[src/design/ghtab_pkg.sv]
`timescale 1ns / 1ps
`default_nettype none
// ----------------------------------------------------------------------------
// Generational handle table package
// Shared word types, opcode and status codes, and the command and status
// bundles that join the controller and the datapath.
// ----------------------------------------------------------------------------
package ghtab_pkg;

	localparam int SLOT_COUNT_DEF = 256;
	localparam int GEN_BITS_DEF   = 32;
	localparam int TAG_BITS_DEF   = 32;

	localparam int OP_W     = 2;
	localparam int STATUS_W = 2;
	localparam int SLOT_W   = 9;
	localparam int GEN_W    = 32;
	localparam int TAG_W    = 32;

	localparam logic [OP_W-1:0] OP_ALLOC  = 2'd0;
	localparam logic [OP_W-1:0] OP_LOOKUP = 2'd1;
	localparam logic [OP_W-1:0] OP_REMOVE = 2'd2;
	localparam logic [OP_W-1:0] OP_CLEAR  = 2'd3;

	localparam logic [STATUS_W-1:0] ST_OK    = 2'd0;
	localparam logic [STATUS_W-1:0] ST_BAD   = 2'd1;
	localparam logic [STATUS_W-1:0] ST_STALE = 2'd2;
	localparam logic [STATUS_W-1:0] ST_FULL  = 2'd3;

	typedef struct packed {
		logic [OP_W-1:0]   opcode;
		logic [SLOT_W-1:0] handle_slot;
		logic [GEN_W-1:0]  handle_generation;
		logic [TAG_W-1:0]  record_tag;
	} req_t;

	typedef struct packed {
		logic [STATUS_W-1:0] status;
		logic [SLOT_W-1:0]   out_slot;
		logic [GEN_W-1:0]    out_generation;
		logic [TAG_W-1:0]    found_tag;
		logic [SLOT_W-1:0]   slots_created;
	} rsp_t;

	typedef struct packed {
		logic latch;
		logic addr;
		logic stk;
		logic commit;
	} cmd_t;

	typedef struct packed {
		logic [OP_W-1:0] opcode;
		logic            free_avail;
		logic            out_free;
	} sts_t;

endpackage
`default_nettype wire

[src/design/ghtab_ctrl.sv]
`timescale 1ns / 1ps
`default_nettype none
// ----------------------------------------------------------------------------
// Generational handle table controller
// Sequences one request word through address, free-stack pop (reused-slot allocates only) and commit.
// ----------------------------------------------------------------------------
module ghtab_ctrl (
	input  wire logic              clk,
	input  wire logic              arst_n,
	input  wire logic              req_valid,
	output logic                   req_ready,
	input  wire ghtab_pkg::sts_t   sts,
	output ghtab_pkg::cmd_t        cmd
);

	localparam logic [1:0] S_IDLE = 2'd0;
	localparam logic [1:0] S_ADDR = 2'd1;
	localparam logic [1:0] S_STK  = 2'd2;
	localparam logic [1:0] S_EXEC = 2'd3;

	logic [1:0] state_q;
	logic [1:0] state_d;
	logic       accept;

	assign req_ready  = (state_q == S_IDLE);
	assign accept     = req_valid && req_ready;
	assign cmd.latch  = accept;
	assign cmd.addr   = (state_q == S_ADDR);
	assign cmd.stk    = (state_q == S_STK);
	assign cmd.commit = (state_q == S_EXEC) && sts.out_free;

	always_comb begin
		state_d = state_q;
		case (state_q)
			S_IDLE: begin
				if (accept) state_d = S_ADDR;
			end
			S_ADDR: begin
				// A reused slot needs its index from the free stack first.
				if (sts.opcode == ghtab_pkg::OP_ALLOC && sts.free_avail) state_d = S_STK;
				else state_d = S_EXEC;
			end
			S_STK: begin
				state_d = S_EXEC;
			end
			S_EXEC: begin
				if (sts.out_free) state_d = S_IDLE;
			end
			default: begin
				state_d = S_IDLE;
			end
		endcase
	end

	always_ff @(posedge clk or negedge arst_n) begin
		if (!arst_n) begin
			state_q <= S_IDLE;
		end else begin
			state_q <= state_d;
		end
	end

	a_accept_to_addr: assert property (@(posedge clk) disable iff (!arst_n)
		accept |=> state_q == S_ADDR)
		else $error("accepted word did not move to address state");

	a_stk_after_alloc: assert property (@(posedge clk) disable iff (!arst_n)
		state_q == S_STK |-> $past(state_q) == S_ADDR &&
			$past(sts.opcode) == ghtab_pkg::OP_ALLOC)
		else $error("free-stack pop outside of an allocate");

	a_commit_to_idle: assert property (@(posedge clk) disable iff (!arst_n)
		cmd.commit |=> state_q == S_IDLE)
		else $error("commit did not return to idle");

endmodule
`default_nettype wire

[config.mk]
export PLATFORM = sky130hd
export DESIGN_NAME = ghtab_ctrl
export DESIGN_NICKNAME = d
export VERILOG_FILES = /design/src/design/ghtab_pkg.sv /design/src/design/ghtab_ctrl.sv
export SDC_FILE = /design/constraint.sdc
export NUM_CORES = 1
export LEC_CHECK = 0
export BUFFER_PORTS_ARGS = -buffer_cell sky130_fd_sc_hd__buf_4
export CAP_MARGIN = 5
export CORE_AREA = 2 2 39 41
export CTS_CLUSTER_SIZE = 24
export DETAILED_ROUTE_END_ITERATION = 12
export DIE_AREA = 0 0 41 43
export HOLD_SLACK_MARGIN = 0.08
export PLACE_DENSITY = 0.41
export SYNTH_ARGS = -nofsm -noshare
export SYNTH_HDL_FRONTEND = slang
export SYNTH_SLANG_ARGS = --single-unit
[constraint.sdc]
create_clock -name clk -period 1.38 [get_ports clk]
set_input_delay 0.276 -clock clk [delete_from_list [all_inputs] [get_ports clk]]
set_output_delay 0.276 -clock clk [all_outputs]
set_load 0.005 [all_outputs]
# --- Yosys cells after proc, flatten, opt, wreduce, memory -nomap -nowiden ---
# Index checks and enable logic that the tools add are counted.
word_totals:
  wordCells: 16
  input_bits: 7
  register_bits: 2
  output_inout_bits: 5
classes:
  reduce_logical: 6
  eq_ne: 5
  n_mux: 4
ops:
  columns: ["op", "n"]
  rows:
  - ["$pmux W2 S4", 1]
  - ["$eq A2 B2 Y1 const B", 2]
  - ["$logic_not A2 Y1", 2]
  - ["$mux W2", 2]
  - ["$logic_and A1 B1 Y1", 3]
  - ["$eq A2 B1 Y1 const B", 1]
  - ["$ne A2 B1 Y1 const B", 1]
  - ["$ne A2 B2 Y1 const B", 1]
  - ["$reduce_and A2 Y1", 1]
  - ["$mux W1", 1]

# --- Depth between registers and ports, before layout ---
# Gate-level depths: netlist (run 1).
depth:
  word_depth: 4
  depth_mapped: 5
  ltp_nobuf: 5

# --- Worst setup path after synthesis (run 1) ---
# Ideal clock, no wire load.
synth_path:
  path_type: "reg-to-reg"
  from: "reg state_q[0]"
  to: "reg state_q[1]"
  synth_period_minus_slack_ns: 1.409
  arrival_ns: 1.285
  required_ns: 1.255
  setup_slack_ns: -0.029
  setup_ns: 0.125
  path_buffers: 0
  stages_incl_launch_ff: 6
  cell_sequence: "dfrtp_1 > inv_1 > ha_1 > inv_1 > o21ai_2 > mux2_2"
synth_between:
  elab_chain_cells: 4
  elab_cells_between_ends: 9
  cone_classes: "eq/ne (5); mux (1); reduce/logical (3)"
synth_rtl:
  columns: ["element", "line_no", "source"]
  rows:
  - ["start, declared", "ghtab_ctrl.sv:21", "logic [1:0] state_q;"]
  - ["start signal, assigned", "ghtab_ctrl.sv:59", "state_q <= state_d;"]
  - ["$logic_not A2 Y1 (*)", "ghtab_ctrl.sv:25", "assign req_ready = (state_q == S_IDLE);"]
  - ["via req_ready", "ghtab_ctrl.sv:11", "output logic req_ready,"]
  - ["$logic_and A1 B1 Y1", "ghtab_ctrl.sv:26", "assign accept = req_valid && req_ready;"]
  - ["$ne A2 B1 Y1 (no source line)", null, null]
  - ["$reduce_and A2 Y1 (no source line)", null, null]
# The timed path passes the listed nets; every way through them passes the cells marked *.
# A chain may end at the register's enable or synchronous reset.

==> flow_summary.json, run 1 <==
{
  "run_status": "finished with violations",
  "violations": "setup timing",
  "netlist_top_cells_count": "4 x sky130_fd_sc_hd__ha_1, 4 x sky130_fd_sc_hd__inv_1, 2 x sky130_fd_sc_hd__and2_1, 2 x sky130_fd_sc_hd__dfrtp_1",
  "diodes": 0,
  "internal-power_uw": 666,
  "route.detailed.vias_per_inst": 3.83,
  "max_flop_register": "state_q",
  "cts_made_buffers": 3,
  "worst_setup_path_startpoint": "state_q[1]$_DFFE_PN0P_",
  "power_per_cell_area_nw_per_um2": 2190,
  "grt_pass1_wl_um": 793,
  "ys_seq_area_frac": 0.250,
  "cts_sinks": 2,
  "post-place-ws_ns": 0.0385,
  "largest_register_ff_count": 2,
  "core_area_um2": 1380,
  "worst-path-max-fanout": 3,
  "syn_area_per_cell_um2": 10.0,
  "dominantRegCellSynth": "sky130_fd_sc_hd__dfrtp_1",
  "post-dp-hpwl_um": 395,
  "setup_ws_post_layout_ns": -0.00838,
  "ys_seq_elements": 2,
  "yosys.cell_types.count": 12,
  "clock_latency_ns": 0.22,
  "share_seq_of_total_power": 0.130,
  "max_clock_freq_mhz": 720,
  "post_synth_main_area_contributors": "sky130_fd_sc_hd__dfrtp_1 25%, sky130_fd_sc_hd__ha_1 25%, sky130_fd_sc_hd__inv_1 7.5%",
  "fp.dieArea_um2": 1760,
  "drc": 0,
  "biggestRegsByFlops": "state_q (2)",
  "antenna_found_initial": 0,
  "net-switching-power_uw": 345,
  "sw_frac_of_total": 0.341,
  "max-slew-margin-rel": 0.843,
  "drt_wl_total_um": 535,
  "num_vias": 222,
  "layout_min_cycle_time_ns": 1.39,
  "worst_r2r_startpoint": "state_q[0]$_DFFE_PN0P_",
  "synth_top_cell_area_share": 0.250,
  "finish.instance_area_um2": 460,
  "worst_setup_hold_path_clk_slew_ns": 0.03,
  "worst_ep_required_time_ns": 1.10,
  "ioPinCount": 12,
  "wl_per_cell_um": 9.22,
  "timing.critical_path.arrival_ns": 1.11,
  "placement.io_buffers": 11,
  "synth_top_cell_by_area": "sky130_fd_sc_hd__dfrtp_1",
  "syn-cell-area_um2": 200,
  "critical_path_class": "reg -> out",
  "total_routing_usage_gr": 0.0703,
  "pwr-share-clk": 0.126,
  "floorplan.die.height_um": 43,
  "power.share.combinational": 0.745,
  "max-vdd-ir-drop_v": 0.00101,
  "fin_total_pwr_mw": 1.01,
  "total_leakage_power_nw": 0.215,
  "overflow": 0,
  "synth_enable_flop_cells": 0,
  "final_layout_size_suffix_gt1_frac": 0.810,
  "rsz0062_at_grt": "yes",
  "postPlaceCellArea_um2": 328,
  "fp.dieW_um": 41,
  "antenna_left": 0,
  "initial_utilization": 0.145,
  "synth-async-reset-ratio": 1.00,
  "root_cell_of_the_clock_tree": "sky130_fd_sc_hd__clkbuf_4",
  "layout.nets": 55,
  "max_cap_viol_count": 0,
  "max_slew.worst_pin.slew_ns": 0.234,
  "filler_cells": 145,
  "final_max_slew_violation_count": 0,
  "finalSetupViolCount": 2,
  "grt_start_max_net_pins": 5,
  "drt_pass1_iterations": 1,
  "ctsLongestPathBuffers": 2,
  "synthesis.nets": 31,
  "finalWeightedCongestion": 0.659,
  "critical_path.endpoint_type": "primary output",
  "detailed_router_s_first_iteration_violation_count": 0,
  "cts_tree": "built",
  "fin_tns_setup_ns": -0.0119,
  "hold_path.class": "in -> async",
  "areaGrowthSynthToFinish_pct": 130,
  "startpoint_type": "flop",
  "netlist_instances": 20,
  "yosys_warnings": 0,
  "fin_worst_skew_ns": 0.000730,
  "std_cell_rows": 14,
  "timing.final.hold_violations": 0,
  "finalCritPeriodShare": 1.01,
  "grt_pass1_vias": 230,
  "h-tree-depth": 1,
  "whs_ns": 0.371
}
final timing paths:
path / depth (start not counted) / slack, ns / endpoint
max: 4 / -0.008 / cmd[0]
min: 2 / 0.37 / state_q[0]$_DFFE_PN0P_
max reg2reg: 5 / 0.05 / state_q[1]$_DFFE_PN0P_
min reg2reg: 3 / 0.74 / state_q[1]$_DFFE_PN0P_
max in group asynchronous: 2 / 0.91 / state_q[0]$_DFFE_PN0P_
min in group clk: 3 / 0.44 / state_q[1]$_DFFE_PN0P_
per-stage QoR:
step                 util  cells
floorplan               -     20
global placement    0.237     50
detailed placement  0.237     50
CTS                 0.267     53
global route        0.333     58
finish              0.333     58
logic make-up after synthesis:
kind of cell | synth area share
adders and majority gates | 0.250
muxes | 0.0562
DFF | 0.250
AOI/OAI and AO/OA | 0.162
and+or+nand+nor | 0.169
buffers and inverters | 0.112
power groups by stage:
stage	Combinational (mW)	Sequential (mW)	Clock [mW]
6_report	0.752	0.131	0.127
5_1_grt	0.837	0.136	0.142
4_1_cts	0.529	0.118	0.137
3_5_place_dp	0.499	0.115	0
3_3_place_gp	0.487	0.114	0
2_1_floorplan	0.259	0.127	0
layout by cell type (no fill, tap or decap):
cell type	instances
sky130_fd_sc_hd__dfrtp_1	1
sky130_fd_sc_hd__dlygate4sd3_1	1
sky130_fd_sc_hd__buf_4	13
sky130_fd_sc_hd__and2_4	2
sky130_fd_sc_hd__nor3b_1	1
sky130_fd_sc_hd__inv_1	3
sky130_fd_sc_hd__a211oi_2	1
sky130_fd_sc_hd__inv_2	1
sky130_fd_sc_hd__ha_2	1
sky130_fd_sc_hd__nor3_1	1
sky130_fd_sc_hd__mux2_4	1
sky130_fd_sc_hd__o21ai_2	1
sky130_fd_sc_hd__nand2b_2	1
sky130_fd_sc_hd__dfrtp_2	1
sky130_fd_sc_hd__buf_6	6
sky130_fd_sc_hd__ha_4	3
sky130_fd_sc_hd__o2111a_1	1
sky130_fd_sc_hd__clkbuf_4	3
metal layers:
layer | vias up | part of all wire | wire [um] | global-route usage
met5 | - | 0 | 0 | 0
met3 | 0 | 0.12 | 65 | 0.0157
met1 | 100 | 0.37 | 198 | 0.0675
li1 | 110 | - | - | -
met4 | 0 | 0 | 0 | 0.0800
met2 | 12 | 0.50 | 270 | 0.106
area by class of cell:
type,instances,area [um^2],share of cell area
multi-input combinational,13,176,0.383
timing repair buffer,20,175,0.380
sequential,2,51.3,0.111
clock buffer,3,22.5,0.0489
tap,16,20.0,0.0435
inverter,4,15.0,0.0326
what timing repair did:
action                                  4_1_cts  5_1_grt
endpoints found under the hold margin         2        0
hold buffers                                  1        0
endpoints found under the setup margin        4        5
gates resized for setup                       3       13
pin swaps                                     1        3
buffers inserted                              0        5
worst max-delay path, stage by stage, from the launching register on:
cell and delay (ns):
sky130_fd_sc_hd__dfrtp_1 0.37, sky130_fd_sc_hd__buf_6 0.13, sky130_fd_sc_hd__ha_4 0.15, sky130_fd_sc_hd__and2_4 0.13, sky130_fd_sc_hd__buf_6 0.10
(Power assumes the default switching activity.)
==> run 2, diff against run 1 <==
Settings changed: CTS_BUF_LIST set to sky130_fd_sc_hd__clkbuf_16.
==> flow_summary.json, run 2 (synthesis results as in run 1) <==
{
  "run_status": "finished with violations",
  "violations": "setup timing",
  "floorplan.die.height_um": 43,
  "std_cell_rows": 14,
  "ioPinCount": 12,
  "post-dp-hpwl_um": 395,
  "worst_setup_hold_path_clk_slew_ns": 0.03,
  "initial_utilization": 0.145,
  "globalRoute.busiestLayer": "met2",
  "drt_pass1_iterations": 3,
  "layout.nets": 55,
  "fp.dieW_um": 41,
  "postLayoutCoreUtil": 0.371,
  "crit_path_cell_trace": "buf_6, ha_4, and2_4, buf_6",
  "critPathMostFrequentCell": "sky130_fd_sc_hd__buf_6",
  "critical_path.endpoint_type": "primary output",
  "globalRouteMet3Util": 0.0157,
  "hold_path.class": "in -> async",
  "overflow": 0,
  "drc": 0,
  "placement.io_buffers": 11,
  "cp_top_family": "flip-flops",
  "diodes": 0,
  "worst_ep_required_time_ns": 1.10,
  "internal-power_uw": 938,
  "max_flop_register": "state_q",
  "net-switching-power_uw": 373,
  "most-common-layout-cells": "13 x sky130_fd_sc_hd__buf_4, 6 x sky130_fd_sc_hd__buf_6, 3 x sky130_fd_sc_hd__inv_1, 3 x sky130_fd_sc_hd__ha_4, 3 x sky130_fd_sc_hd__clkbuf_16",
  "final_layout_size_suffix_gt1_frac": 0.810,
  "crit_path_top_delay_cell": "sky130_fd_sc_hd__dfrtp_1",
  "max_cap_viol_count": 0,
  "worst-path-max-fanout": 3,
  "total_routing_usage_gr": 0.0743,
  "final_max_slew_violation_count": 0,
  "power_per_cell_area_nw_per_um2": 2560,
  "share_seq_of_total_power": 0.100,
  "drt_wl_total_um": 559,
  "path_buf_inv": 2,
  "critical_path_class": "reg -> out",
  "placedCellCount": 50,
  "grt_pass1_vias": 233,
  "sw_frac_of_total": 0.285,
  "finalSetupViolCount": 1,
  "max_clock_freq_mhz": 723,
  "cts_sinks": 2,
  "root_cell_of_the_clock_tree": "sky130_fd_sc_hd__clkbuf_16",
  "h-tree-depth": 1,
  "rsz0062_at_grt": "yes",
  "setup_ws_post_layout_ns": -0.00364,
  "startpoint_type": "flop",
  "timing.critical_path.arrival_ns": 1.11,
  "max-vdd-ir-drop_v": 0.00127,
  "detailed_router_s_first_iteration_violation_count": 2,
  "antenna_found_initial": 0,
  "crit_path_max_incr_delay_ns": 0.37,
  "layout.cells.most_common": "sky130_fd_sc_hd__buf_4",
  "power.share.combinational": 0.573,
  "pwr-share-clk": 0.327,
  "max_slew.worst_pin.slew_ns": 0.233,
  "cts_tree": "built",
  "grt_pass1_wl_um": 841,
  "finalCritPeriodShare": 1.00,
  "layout_min_cycle_time_ns": 1.38,
  "clock_latency_ns": 0.22,
  "fin_total_pwr_mw": 1.31,
  "finalNonFillerCells": 58,
  "wl_per_cell_um": 9.64,
  "fin_worst_skew_ns": 0.000546,
  "fp.dieArea_um2": 1760,
  "met2_usage": 0.113,
  "use_met1": 0.0740,
  "antenna_left": 0,
  "max-slew-margin-rel": 0.844,
  "total_leakage_power_nw": 0.238,
  "largest_register_ff_count": 2,
  "core_area_um2": 1380,
  "biggestRegsByFlops": "state_q (2)",
  "ctsLongestPathBuffers": 2,
  "route.detailed.vias_per_inst": 3.79,
  "num_vias": 220,
  "grt_start_max_net_pins": 5,
  "areaGrowthSynthToFinish_pct": 156,
  "cts_made_buffers": 3,
  "timing.final.hold_violations": 0,
  "finalWeightedCongestion": 0.659
}
-- run 2: worst paths after layout --
path,from,endpoint,slack [ns],cells past startpoint
setup / recovery,state_q[1]$_DFFE_PN0P_,cmd[0],-0.004,4
hold reg to reg,state_q[1]$_DFFE_PN0P_,state_q[1]$_DFFE_PN0P_,0.73,3
min in group clk,req_valid,state_q[1]$_DFFE_PN0P_,0.45,3
setup reg to reg,state_q[0]$_DFFE_PN0P_,state_q[1]$_DFFE_PN0P_,0.05,5
max in group asynchronous,arst_n,state_q[0]$_DFFE_PN0P_,0.90,2
hold / removal,arst_n,state_q[1]$_DFFE_PN0P_,0.39,2
-- run 2: power groups by stage --
| stage | registers (mW) | clock network [mW] | logic (mW) |
|---|---|---|---|
| after global placement | 0.114 | 0 | 0.487 |
| after detailed placement | 0.115 | 0 | 0.499 |
| after CTS | 0.118 | 0.437 | 0.529 |
| after floorplan | 0.127 | 0 | 0.259 |
| final | 0.131 | 0.429 | 0.751 |
| after global routing | 0.136 | 0.447 | 0.844 |
-- run 2: routing by layer --
layer / vias up / part of all wire
li1: 109 / -
met1: 99 / 0.40
met2: 12 / 0.49
met3: 0 / 0.11
met4: 0 / 0
met5: - / 0
-- run 2: stage by stage --
step | hold WS, ns | setup slack (ns) | TNS, ns | instance area, um^2
6_report | 0.385 | -0.00364 | -0.00364 | 513
5_1_grt | 0.405 | -0.0430 | -0.116 | 513
4_1_cts | 0.375 | -0.0417 | -0.0695 | 422
3_5_place_dp | 0.0612 | 0.0385 | 0 | 328
3_3_place_gp | 0.0590 | 0.0677 | 0 | 328
2_1_floorplan | -0.0196 | 0.0162 | 0 | 203
-- run 2: cell type report --
type	count	area (um^2)
Fill cell	140	871
Tap cell	16	20.0
Multi-Input combinational cell	13	176
Inverter	4	15.0
Sequential cell	2	51.3
Timing Repair Buffer	20	175
Clock buffer	3	75.1
-- run 2: repair_timing --
item	4_1_cts	5_1_grt
buffers inserted	0	5
hold buffers	1	0
endpoints found under the hold margin	2	0
gates cloned	0	0
resized for setup	3	13
setup endpoints to repair	3	5
pin swaps	1	2
-- run 2: worst reg2reg max path, stage by stage (launching register included) --
cell and delay, ns:
sky130_fd_sc_hd__dfrtp_2 0.43, sky130_fd_sc_hd__inv_2 0.10, sky130_fd_sc_hd__ha_4 0.15, sky130_fd_sc_hd__inv_1 0.05
sky130_fd_sc_hd__o21ai_2 0.17, sky130_fd_sc_hd__mux2_4 0.31
==> run 3, diff against run 2 <==
Settings changed: ABC_AREA set to 1.
==> flow_summary.json, run 3 <==
{
  "timing.critical_path.arrival_ns": 1.07,
  "post-place-ws_ns": 0.154,
  "layout.area.seq_um2": 50.0,
  "root_cell_of_the_clock_tree": "sky130_fd_sc_hd__clkbuf_16",
  "multi_input_area_um2": 129,
  "grt_start_max_net_pins": 5,
  "antenna_found_initial": 0,
  "netlist_instances": 29,
  "initial_utilization": 0.141,
  "worst_setup_hold_path_clk_slew_ns": 0.03,
  "ctsLongestPathBuffers": 2,
  "syn-cell-area_um2": 195,
  "largest_family_of_logic_cells_by_synthesized_area": "simple AND/OR/NAND/NOR gates",
  "synthesis.nets": 40,
  "ys_seq_area_frac": 0.256,
  "total_routing_usage_gr": 0.0743,
  "yosys-mux-area-fraction": 0,
  "yosys.cell_types.count": 10,
  "overflow": 0,
  "synth_adder_area_share": 0.256,
  "antenna_left": 0,
  "post_synth_main_area_contributors": "sky130_fd_sc_hd__dfrtp_1 26%, sky130_fd_sc_hd__ha_1 26%, sky130_fd_sc_hd__nand2_1 19%",
  "layout.nets": 59,
  "floorplan.die.height_um": 43,
  "finalWeightedCongestion": 0.649,
  "drt_pass1_iterations": 2,
  "max_slew.worst_pin.slew_ns": 0.137,
  "setup_ws_post_layout_ns": 0.0309,
  "placement.io_buffers": 11,
  "max-slew-margin-rel": 0.908,
  "hold_path.class": "in -> async",
  "finalCritPeriodShare": 0.978,
  "cts_tree": "built",
  "fin_tns_setup_ns": 0,
  "postLayoutCoreUtil": 0.300,
  "diodes": 0,
  "yosys_warnings": 0,
  "layout_min_cycle_time_ns": 1.35,
  "synth_top_cell_by_area": "sky130_fd_sc_hd__dfrtp_1",
  "filler_cells": 148,
  "cts_made_buffers": 3,
  "route.detailed.vias_per_inst": 3.47,
  "worst-path-max-fanout": 3,
  "detailed_router_s_first_iteration_violation_count": 1,
  "fp.dieW_um": 41,
  "wl_per_cell_um": 7.58,
  "cts_sinks": 2,
  "max-vdd-ir-drop_v": 0.00121,
  "ioPinCount": 12,
  "synth-xor-area-share": 0,
  "max_cap_viol_count": 0,
  "std_cell_rows": 14,
  "compound_cell_area_share_of_the_yosys_netlist": 0.0513,
  "r2r_slack_ns": 0.29,
  "worst_ep_required_time_ns": 1.10,
  "layout.cells.most_common": "sky130_fd_sc_hd__buf_4",
  "core_area_um2": 1380,
  "timing.reg2reg.worst_path_depth": 7,
  "total_leakage_power_nw": 0.236,
  "worstReg2RegEnd": "state_q[0]$_DFFE_PN0P_",
  "grt_pass1_vias": 205,
  "synth-async-reset-ratio": 1.00,
  "timing.final.hold_violations": 0,
  "post-dp-hpwl_um": 299,
  "largest_register_ff_count": 2,
  "most-common-layout-cells": "14 x sky130_fd_sc_hd__buf_4, 9 x sky130_fd_sc_hd__nand2_1, 4 x sky130_fd_sc_hd__inv_2, 3 x sky130_fd_sc_hd__inv_1, 3 x sky130_fd_sc_hd__clkbuf_16",
  "syn_area_per_cell_um2": 6.73,
  "worst_r2r_startpoint": "state_q[1]$_DFFE_PN0P_",
  "final_max_slew_violation_count": 0,
  "finalSetupViolCount": 0,
  "h-tree-depth": 1,
  "run_status": "finished clean",
  "dominantRegCellSynth": "sky130_fd_sc_hd__dfrtp_1",
  "startpoint_type": "flop",
  "yosys.area_share.simple": 0.263,
  "synth_enable_flop_cells": 0,
  "areaGrowthSynthToFinish_pct": 113,
  "grt_pass1_wl_um": 765,
  "max_clock_freq_mhz": 741,
  "clock_latency_ns": 0.22,
  "netlist_top_cells_count": "10 x sky130_fd_sc_hd__nand2_1, 6 x sky130_fd_sc_hd__inv_1, 4 x sky130_fd_sc_hd__ha_1, 2 x sky130_fd_sc_hd__dfrtp_1, 2 x sky130_fd_sc_hd__nor2_1",
  "drt_wl_total_um": 470,
  "fin_worst_skew_ns": 0.00162,
  "power_per_cell_area_nw_per_um2": 2500,
  "fp.dieArea_um2": 1760,
  "most_used_standard_cell_by_instance_count_after_synthesis": "sky130_fd_sc_hd__nand2_1",
  "critical_path_class": "reg -> out",
  "final_layout_size_suffix_gt1_frac": 0.543,
  "drc": 0,
  "ys_seq_elements": 2,
  "max_flop_register": "state_q",
  "num_vias": 215,
  "biggestRegsByFlops": "state_q (2)",
  "critical_path.endpoint_type": "primary output",
  "synth_top_cell_area_share": 0.256
}
## run 3: per-stage QoR
stage | hold WS, ns | instances | total power, mW | cell area, um^2
global route | 0.396 | 62 | 1.13 | 415
detailed placement | 0.0616 | 55 | 0.479 | 290
floorplan | -0.0196 | 29 | 0.343 | 195
CTS | 0.378 | 61 | 0.973 | 393
global placement | 0.0613 | 55 | 0.486 | 290
finish | 0.383 | 62 | 1.04 | 415
## run 3: timing repair
action	4_1_cts	5_1_grt
setup buffers	2	1
hold endpoints to repair	2	0
setup endpoints to repair	2	2
hold buffers	1	0
pin swaps	1	1
gates resized for setup	2	5
## run 3: layout make-up
type                    instances  share of cell area
inverters                       7              0.0633
flip-flops and latches          2               0.120
multi-input cells              19               0.310
well taps                      16              0.0482
repair buffers                 15               0.277
clock buffers                   3               0.181
## run 3: per-layer routing
metal,GRT usage,vias up,part of all wire
li1,-,117,-
met1,0.0675,89,0.38
met4,0.0800,0,0
met3,0.0471,0,0.11
met5,0,-,0
met2,0.100,9,0.51
## run 3: worst max-delay path by stage
stage                                 from     end  slack (ns)  cells after the start
floorplan           state_q[0]$_DFFE_PN0P_  cmd[3]        0.22                      5
global placement    state_q[0]$_DFFE_PN0P_  cmd[3]        0.15                      5
detailed placement  state_q[0]$_DFFE_PN0P_  cmd[3]        0.15                      5
CTS                 state_q[0]$_DFFE_PN0P_  cmd[3]      0.0002                      5
global route        state_q[1]$_DFFE_PN0P_  cmd[3]      -0.002                      5
finish              state_q[0]$_DFFE_PN0P_  cmd[2]        0.03                      3
## run 3: critical path, stage by stage (launching register included)
cell and delay (ns):
sky130_fd_sc_hd__dfrtp_1 0.39, sky130_fd_sc_hd__buf_4 0.15, sky130_fd_sc_hd__ha_2 0.18, sky130_fd_sc_hd__buf_4 0.13
## run 3: logic make-up (layout without fill, tap and decap cells)
logic type	Yosys count	in the layout
AND/OR/NAND/NOR	13	13
buffers and inverters	8	25
adder cells (fa/ha/maj)	4	4
AO/OA/AOI/OAI	2	2
flip-flops	2	2
## run 3: power breakdown
part           total [mW]  internal, mW  switching [mW]  leakage, nW
Clock               0.431         0.368          0.0626       0.0370
Sequential          0.123        0.0930          0.0299       0.0237
Combinational       0.485         0.261           0.223        0.175
